[src/rtl/wtcm_pkg.sv]
// ----------------------------------------------------------------------------
// wtcm_pkg
// Shared types, register codes and defaults of the wall texture column mapper.
// ----------------------------------------------------------------------------
package wtcm_pkg;

  // default parameter values
  localparam int STEP_FRAC_BITS_DEF = 16;
  localparam int MAX_ROWS_DEF       = 2048;

  // largest texture height exponent
  localparam logic [3:0] TEX_LOG2_MAX = 4'd10;

  // configuration register codes
  typedef enum logic [2:0] {
    CFG_SCREEN_HEIGHT   = 3'd0,
    CFG_TEX_WIDTH       = 3'd1,
    CFG_TEX_HEIGHT_LOG2 = 3'd2,
    CFG_LINE_BYTES      = 3'd3,
    CFG_BYTES_PER_PIXEL = 3'd4
  } cfg_index_t;

  // input transaction
  typedef struct packed {
    logic [10:0] row;
    logic [11:0] column;
    logic [15:0] wall_frac;
    logic        wall_side;
    logic        ray_x_positive;
    logic        ray_y_negative;
    logic [15:0] line_height;
  } in_t;

  // result transaction
  typedef struct packed {
    logic [9:0]  tex_col;
    logic [9:0]  tex_row;
    logic [19:0] texel_index;
    logic [27:0] pixel_address;
  } out_t;

  // fields carried along the divider chain
  typedef struct packed {
    logic [9:0]  tex_col;
    logic [27:0] pixel_address;
    logic [15:0] off_pos;
    logic [15:0] line_height;
  } item_t;

  // configuration seen by the datapath
  typedef struct packed {
    logic [11:0] screen_height;
    logic [10:0] tex_width;
    logic [3:0]  tex_log2;
    logic [15:0] line_bytes;
    logic [2:0]  bytes_per_pixel;
  } cfg_t;

endpackage

[src/rtl/wall_texture_column_mapper_core.sv]
// ----------------------------------------------------------------------------
// wall_texture_column_mapper_core
// Maps one wall slice pixel per transaction to texel and framebuffer address.
// ----------------------------------------------------------------------------
// Channels: in_valid/in_ready/in_data carry one pixel; out_valid/out_ready/
// out_data carry its result; cfg_valid/cfg_ready/cfg_index/cfg_data write the
// five registers (screen height, texture width, height exponent, line bytes,
// bytes per pixel). cfg_ready is always high; unknown indexes are ignored.
// Stages: 1 input stage, STEP_FRAC_BITS + 11 divider cells, 3 product stages.
// Throughput: one transaction per cycle while the output is not stalled, set by
// the chain of division cells, each of which yields one quotient bit of the row
// step and passes the item on.
// Each stage holds its item when the next is full and stalled, so bubbles
// close up and input is still taken while a result waits at the output.
// Reset: the pipeline empties and the registers return to 480, 64, 6, 2560
// and 4. A stalled receiver holds out_data steady until it is taken.
// Registers are to be written only while no transaction is in flight.
// ----------------------------------------------------------------------------
module wall_texture_column_mapper_core #(
  parameter int STEP_FRAC_BITS = wtcm_pkg::STEP_FRAC_BITS_DEF,
  parameter int MAX_ROWS       = wtcm_pkg::MAX_ROWS_DEF
) (
  input  logic           clk,
  input  logic           rst,
  input  logic           in_valid,
  output logic           in_ready,
  input  wtcm_pkg::in_t  in_data,
  output logic           out_valid,
  input  logic           out_ready,
  output wtcm_pkg::out_t out_data,
  input  logic           cfg_valid,
  output logic           cfg_ready,
  input  logic [2:0]     cfg_index,
  input  logic [15:0]    cfg_data
);

  localparam int QW = STEP_FRAC_BITS + 11;

  logic [11:0] screen_height;
  logic [10:0] tex_width;
  logic [3:0]  tex_height_log2;
  logic [15:0] line_bytes;
  logic [2:0]  bytes_per_pixel;
  wtcm_pkg::cfg_t cfg;

  logic              ch_valid [QW+1];
  logic              ch_ready [QW+1];
  wtcm_pkg::item_t   ch_data  [QW+1];
  logic [15:0]       ch_rem   [QW+1];
  logic [QW-1:0]     ch_quo   [QW+1];

  assign cfg_ready = 1'b1;

  // configuration registers
  always_ff @(posedge clk) begin
    if (rst) begin
      screen_height   <= 12'd480;
      tex_width       <= 11'd64;
      tex_height_log2 <= 4'd6;
      line_bytes      <= 16'd2560;
      bytes_per_pixel <= 3'd4;
    end else if (cfg_valid && cfg_ready) begin
      case (wtcm_pkg::cfg_index_t'(cfg_index))
        wtcm_pkg::CFG_SCREEN_HEIGHT:   screen_height   <= cfg_data[11:0];
        wtcm_pkg::CFG_TEX_WIDTH:       tex_width       <= cfg_data[10:0];
        wtcm_pkg::CFG_TEX_HEIGHT_LOG2: tex_height_log2 <= cfg_data[3:0];
        wtcm_pkg::CFG_LINE_BYTES:      line_bytes      <= cfg_data;
        wtcm_pkg::CFG_BYTES_PER_PIXEL: bytes_per_pixel <= cfg_data[2:0];
        default: ;
      endcase
    end
  end

  // saturated height exponent
  always_comb begin
    cfg.screen_height   = screen_height;
    cfg.tex_width       = tex_width;
    cfg.tex_log2        = (tex_height_log2 > wtcm_pkg::TEX_LOG2_MAX) ?
                          wtcm_pkg::TEX_LOG2_MAX : tex_height_log2;
    cfg.line_bytes      = line_bytes;
    cfg.bytes_per_pixel = bytes_per_pixel;
  end

  wtcm_front #(.MAX_ROWS(MAX_ROWS)) u_front (
    .clk      (clk),
    .rst      (rst),
    .cfg      (cfg),
    .up_valid (in_valid),
    .up_ready (in_ready),
    .up_data  (in_data),
    .dn_valid (ch_valid[0]),
    .dn_ready (ch_ready[0]),
    .dn_data  (ch_data[0])
  );

  assign ch_rem[0] = 16'd0;
  assign ch_quo[0] = '0;

  // chain of division cells, most significant quotient bit first
  for (genvar j = 0; j < QW; j++) begin : g_cell
    wtcm_div_cell #(
      .QW        (QW),
      .BIT_POS   (QW - 1 - j),
      .FRAC_BITS (STEP_FRAC_BITS)
    ) u_cell (
      .clk      (clk),
      .rst      (rst),
      .tex_log2 (cfg.tex_log2),
      .up_valid (ch_valid[j]),
      .up_ready (ch_ready[j]),
      .up_data  (ch_data[j]),
      .up_rem   (ch_rem[j]),
      .up_quo   (ch_quo[j]),
      .dn_valid (ch_valid[j+1]),
      .dn_ready (ch_ready[j+1]),
      .dn_data  (ch_data[j+1]),
      .dn_rem   (ch_rem[j+1]),
      .dn_quo   (ch_quo[j+1])
    );
  end

  wtcm_back #(.QW(QW), .FRAC_BITS(STEP_FRAC_BITS)) u_back (
    .clk      (clk),
    .rst      (rst),
    .cfg      (cfg),
    .up_valid (ch_valid[QW]),
    .up_ready (ch_ready[QW]),
    .up_data  (ch_data[QW]),
    .up_quo   (ch_quo[QW]),
    .dn_valid (out_valid),
    .dn_ready (out_ready),
    .dn_data  (out_data)
  );

  logic [15:0] unused_rem;
  assign unused_rem = ch_rem[QW];

`ifndef SYNTHESIS
  // texture row never exceeds the texture height
  a_row_masked: assert property (@(posedge clk) disable iff (rst)
    out_valid |-> (out_data.tex_row >> cfg.tex_log2) == 10'd0)
    else $error("tex_row beyond texture height");

  // zero texture width gives column zero
  a_col_zero: assert property (@(posedge clk) disable iff (rst)
    (out_valid && tex_width == 11'd0) |-> out_data.tex_col == 10'd0)
    else $error("tex_col not zero for zero texture width");

  // the first cell never holds a remainder at or above the slice height
  a_rem_bound: assert property (@(posedge clk) disable iff (rst)
    ch_valid[1] |-> ch_rem[1] < ch_data[1].line_height)
    else $error("division remainder out of range");

  // a full output that is not taken blocks the last stage
  a_back_stall: assert property (@(posedge clk) disable iff (rst)
    (out_valid && !out_ready) |=> out_valid)
    else $error("result dropped under stall");
`endif

endmodule

[src/rtl/wtcm_front.sv]
// ----------------------------------------------------------------------------
// wtcm_front
// Input stage: clamps, texture column with flip, row offset, byte address.
// ----------------------------------------------------------------------------
module wtcm_front #(
  parameter int MAX_ROWS = wtcm_pkg::MAX_ROWS_DEF
) (
  input  logic            clk,
  input  logic            rst,
  input  wtcm_pkg::cfg_t  cfg,
  input  logic            up_valid,
  output logic            up_ready,
  input  wtcm_pkg::in_t   up_data,
  output logic            dn_valid,
  input  logic            dn_ready,
  output wtcm_pkg::item_t dn_data
);

  logic [10:0] row_sat;
  logic [15:0] lh;
  logic [26:0] col_prod;
  logic [10:0] col_raw;
  logic [10:0] col_flip;
  logic        flip;
  logic signed [18:0] offset;
  logic [27:0] addr;
  logic        valid;
  wtcm_pkg::item_t data;

  // input clamps
  always_comb begin
    if (int'(up_data.row) >= MAX_ROWS) begin
      row_sat = 11'(MAX_ROWS - 1);
    end else begin
      row_sat = up_data.row;
    end
    lh = (up_data.line_height == 16'd0) ? 16'd1 : up_data.line_height;
  end

  // texture column and mirroring for the facing sides
  always_comb begin
    col_prod = 27'(up_data.wall_frac) * 27'(cfg.tex_width);
    col_raw  = col_prod[26:16];
    flip     = (cfg.tex_width != 11'd0) &&
               ((!up_data.wall_side && up_data.ray_x_positive) ||
                (up_data.wall_side && up_data.ray_y_negative));
    col_flip = flip ? (cfg.tex_width - col_raw - 11'd1) : col_raw;
  end

  // signed row offset and framebuffer address
  always_comb begin
    offset = $signed({8'd0, row_sat}) - $signed({8'd0, cfg.screen_height[11:1]})
           + $signed({4'd0, lh[15:1]});
    addr   = 28'(28'(row_sat) * 28'(cfg.line_bytes))
           + 28'(28'(up_data.column) * 28'(cfg.bytes_per_pixel));
  end

  assign up_ready = !valid || dn_ready;

  // stage register
  always_ff @(posedge clk) begin
    if (rst) begin
      valid <= 1'b0;
    end else if (up_ready) begin
      valid <= up_valid;
    end
  end

  always_ff @(posedge clk) begin
    if (up_ready) begin
      data.tex_col       <= col_flip[9:0];
      data.pixel_address <= addr;
      data.off_pos       <= (offset > 0) ? offset[15:0] : 16'd0;
      data.line_height   <= lh;
    end
  end

  assign dn_valid = valid;
  assign dn_data  = data;

endmodule

[src/rtl/wtcm_div_cell.sv]
// ----------------------------------------------------------------------------
// wtcm_div_cell
// One restoring division cell: yields one quotient bit of the row step.
// ----------------------------------------------------------------------------
module wtcm_div_cell #(
  parameter int QW        = 27,
  parameter int BIT_POS   = 0,
  parameter int FRAC_BITS = wtcm_pkg::STEP_FRAC_BITS_DEF
) (
  input  logic            clk,
  input  logic            rst,
  input  logic [3:0]      tex_log2,
  input  logic            up_valid,
  output logic            up_ready,
  input  wtcm_pkg::item_t up_data,
  input  logic [15:0]     up_rem,
  input  logic [QW-1:0]   up_quo,
  output logic            dn_valid,
  input  logic            dn_ready,
  output wtcm_pkg::item_t dn_data,
  output logic [15:0]     dn_rem,
  output logic [QW-1:0]   dn_quo
);

  logic        dbit;
  logic [16:0] r_ext;
  logic        ge;
  logic [16:0] r_sub;
  logic        valid;
  wtcm_pkg::item_t data;
  logic [15:0] rem;
  logic [QW-1:0] quo;

  // bring down the dividend bit, the dividend being a single set bit
  always_comb begin
    dbit  = (BIT_POS == int'(tex_log2) + FRAC_BITS);
    r_ext = {up_rem, dbit};
    ge    = r_ext >= {1'b0, up_data.line_height};
    r_sub = ge ? (r_ext - {1'b0, up_data.line_height}) : r_ext;
  end

  assign up_ready = !valid || dn_ready;

  always_ff @(posedge clk) begin
    if (rst) begin
      valid <= 1'b0;
    end else if (up_ready) begin
      valid <= up_valid;
    end
  end

  always_ff @(posedge clk) begin
    if (up_ready) begin
      data <= up_data;
      rem  <= r_sub[15:0];
      quo  <= {up_quo[QW-2:0], ge};
    end
  end

  assign dn_valid = valid;
  assign dn_data  = data;
  assign dn_rem   = rem;
  assign dn_quo   = quo;

endmodule

[src/rtl/wtcm_back.sv]
// ----------------------------------------------------------------------------
// wtcm_back
// Step times offset in split partial products, row mask, texel index.
// ----------------------------------------------------------------------------
module wtcm_back #(
  parameter int QW        = 27,
  parameter int FRAC_BITS = wtcm_pkg::STEP_FRAC_BITS_DEF
) (
  input  logic            clk,
  input  logic            rst,
  input  wtcm_pkg::cfg_t  cfg,
  input  logic            up_valid,
  output logic            up_ready,
  input  wtcm_pkg::item_t up_data,
  input  logic [QW-1:0]   up_quo,
  output logic            dn_valid,
  input  logic            dn_ready,
  output wtcm_pkg::out_t  dn_data
);

  // stage 1: partial products
  logic          v1;
  logic          rdy1;
  logic [31:0]   p_lo;
  logic [QW-1:0] p_hi;
  logic [9:0]    col1;
  logic [27:0]   addr1;
  // stage 2: row
  logic          v2;
  logic          rdy2;
  logic [9:0]    row2;
  logic [9:0]    col2;
  logic [27:0]   addr2;
  logic [QW+15:0] prod;
  logic [9:0]    mask;
  // stage 3: output register
  logic          v3;
  logic          rdy3;
  wtcm_pkg::out_t res;
  logic [20:0]   texel;

  assign rdy3     = !v3 || dn_ready;
  assign rdy2     = !v2 || rdy3;
  assign rdy1     = !v1 || rdy2;
  assign up_ready = rdy1;

  // valid bits
  always_ff @(posedge clk) begin
    if (rst) begin
      v1 <= 1'b0;
      v2 <= 1'b0;
      v3 <= 1'b0;
    end else begin
      if (rdy1) v1 <= up_valid;
      if (rdy2) v2 <= v1;
      if (rdy3) v3 <= v2;
    end
  end

  // partial products of offset and step
  always_ff @(posedge clk) begin
    if (rdy1) begin
      p_lo  <= 32'(up_data.off_pos) * 32'(up_quo[15:0]);
      p_hi  <= QW'(QW'(up_data.off_pos) * QW'(up_quo[QW-1:16]));
      col1  <= up_data.tex_col;
      addr1 <= up_data.pixel_address;
    end
  end

  // recombine, drop the fraction and mask to the texture height
  always_comb begin
    prod = {p_hi, 16'd0} + (QW+16)'(p_lo);
    mask = 10'((11'd1 << cfg.tex_log2) - 11'd1);
  end

  always_ff @(posedge clk) begin
    if (rdy2) begin
      row2  <= prod[FRAC_BITS +: 10] & mask;
      col2  <= col1;
      addr2 <= addr1;
    end
  end

  // texel index into the output register
  assign texel = 21'(21'(row2) * 21'(cfg.tex_width)) + 21'(col2);

  always_ff @(posedge clk) begin
    if (rdy3) begin
      res.tex_col       <= col2;
      res.tex_row       <= row2;
      res.texel_index   <= texel[19:0];
      res.pixel_address <= addr2;
    end
  end

  assign dn_valid = v3;
  assign dn_data  = res;

endmodule

[config.mk]
export PLATFORM = sky130hd
export DESIGN_NAME = wall_texture_column_mapper_core
export DESIGN_NICKNAME = d
export VERILOG_FILES = /design/src/rtl/wtcm_pkg.sv /design/src/rtl/wall_texture_column_mapper_core.sv /design/src/rtl/wtcm_front.sv /design/src/rtl/wtcm_div_cell.sv /design/src/rtl/wtcm_back.sv
export SDC_FILE = /design/constraint.sdc
export NUM_CORES = 2
export LEC_CHECK = 0
export BUFFER_PORTS_ARGS = -buffer_cell sky130_fd_sc_hd__buf_2
export CORE_ASPECT_RATIO = 1.75
export CORE_MARGIN = 5
export CORE_UTILIZATION = 45
export CTS_BUF_LIST = sky130_fd_sc_hd__clkbuf_2
export CTS_CLUSTER_SIZE = 10
export DETAILED_ROUTE_END_ITERATION = 8
export SYNTH_ARGS = -nofsm -noshare
export SYNTH_HDL_FRONTEND = slang
export SYNTH_SLANG_ARGS = --single-unit
[constraint.sdc]
create_clock -name clk -period 57.1 [get_ports clk]
set_clock_uncertainty 0.05 [all_clocks]
set_input_delay 17.13 -clock clk [delete_from_list [all_inputs] [get_ports clk]]
set_output_delay 17.13 -clock clk [all_outputs]
set_load 0.01 [all_outputs]
==> impl_results.md <==
* Status: completed
* Final setup viols at 0
* Syn_area_per_cell at 14.2 µm²
* Max Freq at 0.0259 GHz
* Asr flop ratio synth at 0%
* Path type of the worst setup path: primary input to output port
* DP Worst Slack at ~18 ns
* Core Footprint at 308,000 µm²
* CP required at 39.92 ns
* Final Hold Viols at 0
* CTS HTree Levels at 6
* Crit. Startpoint: out_ready
* Port buffer count at 151
* Synth area leader: edfxtp_1
* Filler cells at 26,800
* DRC violations left at 0
* Clock tree buffer depth at 4
* Worst vdd ir at between 0.00015 and 0.0002 V
* Worst reg2reg endpoint: u_front.dn_data[69]$_DFFE_PP_
* Final Net Count at 11,800
* Multi-input logic area at 45,000 µm²
* Finished Layout Cells at 15,000
* Crit-path max FO at 37
* RSZ-0062 raised after global routing: false
* Worst slew margin at 18.8%
* Full die area at between 300,000 and 400,000 µm²
* Hold Path Class: flop to flop
* RR Startpoint: tex_width[10]$_SDFFE_PP0P_
* Total gr overflow at 0
* Reg2reg setup slack at 48.75 ns
* Chip width at ~430 µm
* # resized after CTS at 0
* FP Rows at 270
* FF+latch area at 88,200 µm²
* Worst setup SP type: primary input
* # clock sinks at ~3,000
* Num CTS Buffers at 661
* Initial antenna violation count at 22
* Main area contributors after synthesis: edfxtp_1, fa_1, ha_1
* Post-route clock period utilization at 67.5%
* Leakage at 65.2 nW
* Worst setup EP type: output port
* Post-layout min period at approximately 39 ns
* Placer Congestion at 0.918
* Post-Synthesis Cells at 9,753
* DRT Pass-1 Iters at 5
* Top FF cell, synth: edfxtp_1
* Postcts setup bufs at 0
* Netlist cell types at 92
* CTS root buf: clkbuf_2
* Crit path arrival time at 21.37 ns
* Post-placement cell count at 13,800
* Via/cell ratio at 5.04
* Largest net degree at the start of global routing at between 80 and 90
* Ratio of cells with drive above 1 in the final layout at 13.1%
* Ys Warns at 0
* WL per Instance at 18.6 µm
* FF+latch count, synth at 2,961
* Hold_buf cts at 0
* Worst R2R Path Depth at 29
* First-pass GRT wire length at between 400 and 500 mm
* TNS Setup at 0 ns
* Vias in the first global route at approximately 84,000
* Worst slew pin tran at 1.20 ns
* Hpwl dp at 210 mm
* Area delta synth->final at 8.23%
* Pwr Density at 48.7 nW/µm²
* Yosys top cell area share at 62.4%
* Placed Instance Area at 145,000 µm²
* Initial DRC Count at ~3,200
* Routed WL at ~280 mm
* MaxCap Viol Count at 0
* Remaining antenna violation count after routing at 0
* Vias at 75,400
* Initial core utilization at a little under half
* Cell area after layout at 150,000 µm²
* Post-synthesis sequential area ratio at approximately 63%
* GRT Overall Usage at 17.4%
* I/O pin count at 153
* Critical Path Sink: in_ready
* Post-synth EDFFs at ~2,900
* Synthesized cell area at 139,000 µm²
* TritonCTS clock tree: yes
* Chip height at approximately 750 µm
* Slew Limit Fails at 0
* Latest clock arrival within the worst-skew pair at 1.70 ns
* Clock-pin slew on the worst setup and hold paths at 0.10 ns
* Final WS setup at 18.55 ns
* Syn nets at 11,200
==> cell usage after synthesis (all sizes together), types with 175 or more instances <==
master  instances
edfxtp       2885
inv          1301
nand2         823
ha            764
fa            593
nor2          437
a21oi         376
and2          347
xnor2         280
o21ai         264
clkbuf        180
mux2          175
==> layer usage <==
metal | track usage [%] | part of all wire [%] | up-vias
met4 | 13.9 | 8.7 | 8
li1 | - | - | 35800
met1 | 14.2 | 29 | 37100
met2 | 35.6 | 59 | 1711
met5 | 0 | 0.015 | -
met3 | 2.72 | 3.5 | 862
==> flip-flops by register name, indices dropped and copies added, names as in the netlist, 3 cells and up <==
signal                  flops
tex_height_log2             4
u_back.p_lo                10
u_back.addr1               28
g_cell.u_cell.dn_data    1874
u_back.addr2               28
g_cell.u_cell.dn_valid     27
u_back.col2                10
u_back.p_hi                10
u_front.dn_data            70
bytes_per_pixel             3
line_bytes                 16
u_back.col1                10
g_cell.u_cell.dn_quo      351
screen_height              11
g_cell.u_cell.dn_rem      416
u_back.row2                10
tex_width                  11
u_back.dn_data             68
==> cell type report <==
cell class	count	share of cell area (%)
antenna	31	0.0516
timing repair buffer	232	0.907
multi-input combinational	5250	29.9
tap	4080	3.39
clock buffer	932	3.10
clock inverter	181	0.734
inverter	1301	3.26
sequential	2961	58.6
==> power breakdown <==
group          leakage, nW  total (mW)  internal [mW]  switching, mW
sequential            33.0        3.36           3.12          0.244
combinational         27.8        2.69           1.18           1.51
clock                 4.42        1.27          0.498          0.774
total                 65.2        7.32           4.80           2.53
==> cell families after synthesis <==
group / count (synthesis) / synth area share [%]
DFF: 2961 / 63.5
and+or+nand+nor: 2116 / 7.18
other: 1 / 0.00270
xor gates and xnor gates: 376 / 2.38
muxes: 206 / 1.64
adders and majority gates: 1360 / 15.4
buffers and inverters: 1542 / 4.27
AOI/OAI and AO/OA: 1191 / 5.62
==> layout by cell type, fill, tap and decap left out, drive strengths merged, types with 96 or more instances in the layout <==
cell / instances
fa: 593
a21o: 115
and2: 347
clkbuf: 932
buf: 232
xnor2: 280
o21ai: 264
inv: 1313
a21oi: 376
edfxtp: 2885
mux2: 175
xor2: 96
nor2: 437
clkinv: 149
ha: 764
nand2: 823
==> worst min path at each step <==
| stage | startpoint | endpoint | slack (ns) | cells after the start |
|---|---|---|---|---|
| CTS | g_cell[19].u_cell.dn_data[11]$_DFFE_PP_ | g_cell[20].u_cell.dn_data[11]$_DFFE_PP_ | 0.20 | 0 |
| global placement | g_cell[15].u_cell.dn_quo[13]$_DFFE_PP_ | g_cell[16].u_cell.dn_quo[14]$_DFFE_PP_ | 0.35 | 0 |
| finish | g_cell[19].u_cell.dn_data[11]$_DFFE_PP_ | g_cell[20].u_cell.dn_data[11]$_DFFE_PP_ | 0.20 | 0 |
| global route | g_cell[19].u_cell.dn_data[11]$_DFFE_PP_ | g_cell[20].u_cell.dn_data[11]$_DFFE_PP_ | 0.22 | 0 |
| floorplan | u_front.dn_data[16]$_SDFFCE_PP0P_ | g_cell[0].u_cell.dn_data[16]$_DFFE_PP_ | 0.35 | 0 |
| detailed placement | u_front.dn_data[31]$_SDFFCE_PP0P_ | g_cell[0].u_cell.dn_data[31]$_DFFE_PP_ | 0.35 | 0 |
==> per-stage QoR <==
| stage | hold slack [ns] | utilization (%) | power (mW) |
|---|---|---|---|
| global route | 0.222 | 48.8 | 7.94 |
| CTS | 0.196 | 48.8 | 7.47 |
| floorplan | 0.350 | - | 5.28 |
| detailed placement | 0.355 | 46.9 | 6.13 |
| global placement | 0.350 | 46.9 | 6.07 |
| finish | 0.199 | 48.8 | 7.32 |
==> worst max-delay path: stages <==
cell      delay [ns]
buf_2           0.10
nor2b_1         0.30
and2_1          0.23
inv_2           0.05
nor2_1          0.29
and2_1          0.27
and4_1          0.33
and2_1          0.23
clkinv_2        0.49
nor2_1          0.81
nand4_1         0.18
buf_4           0.30
or2_4           0.42
buf_2           0.20
No activity file was read; power rests on OpenSTA's default activity.
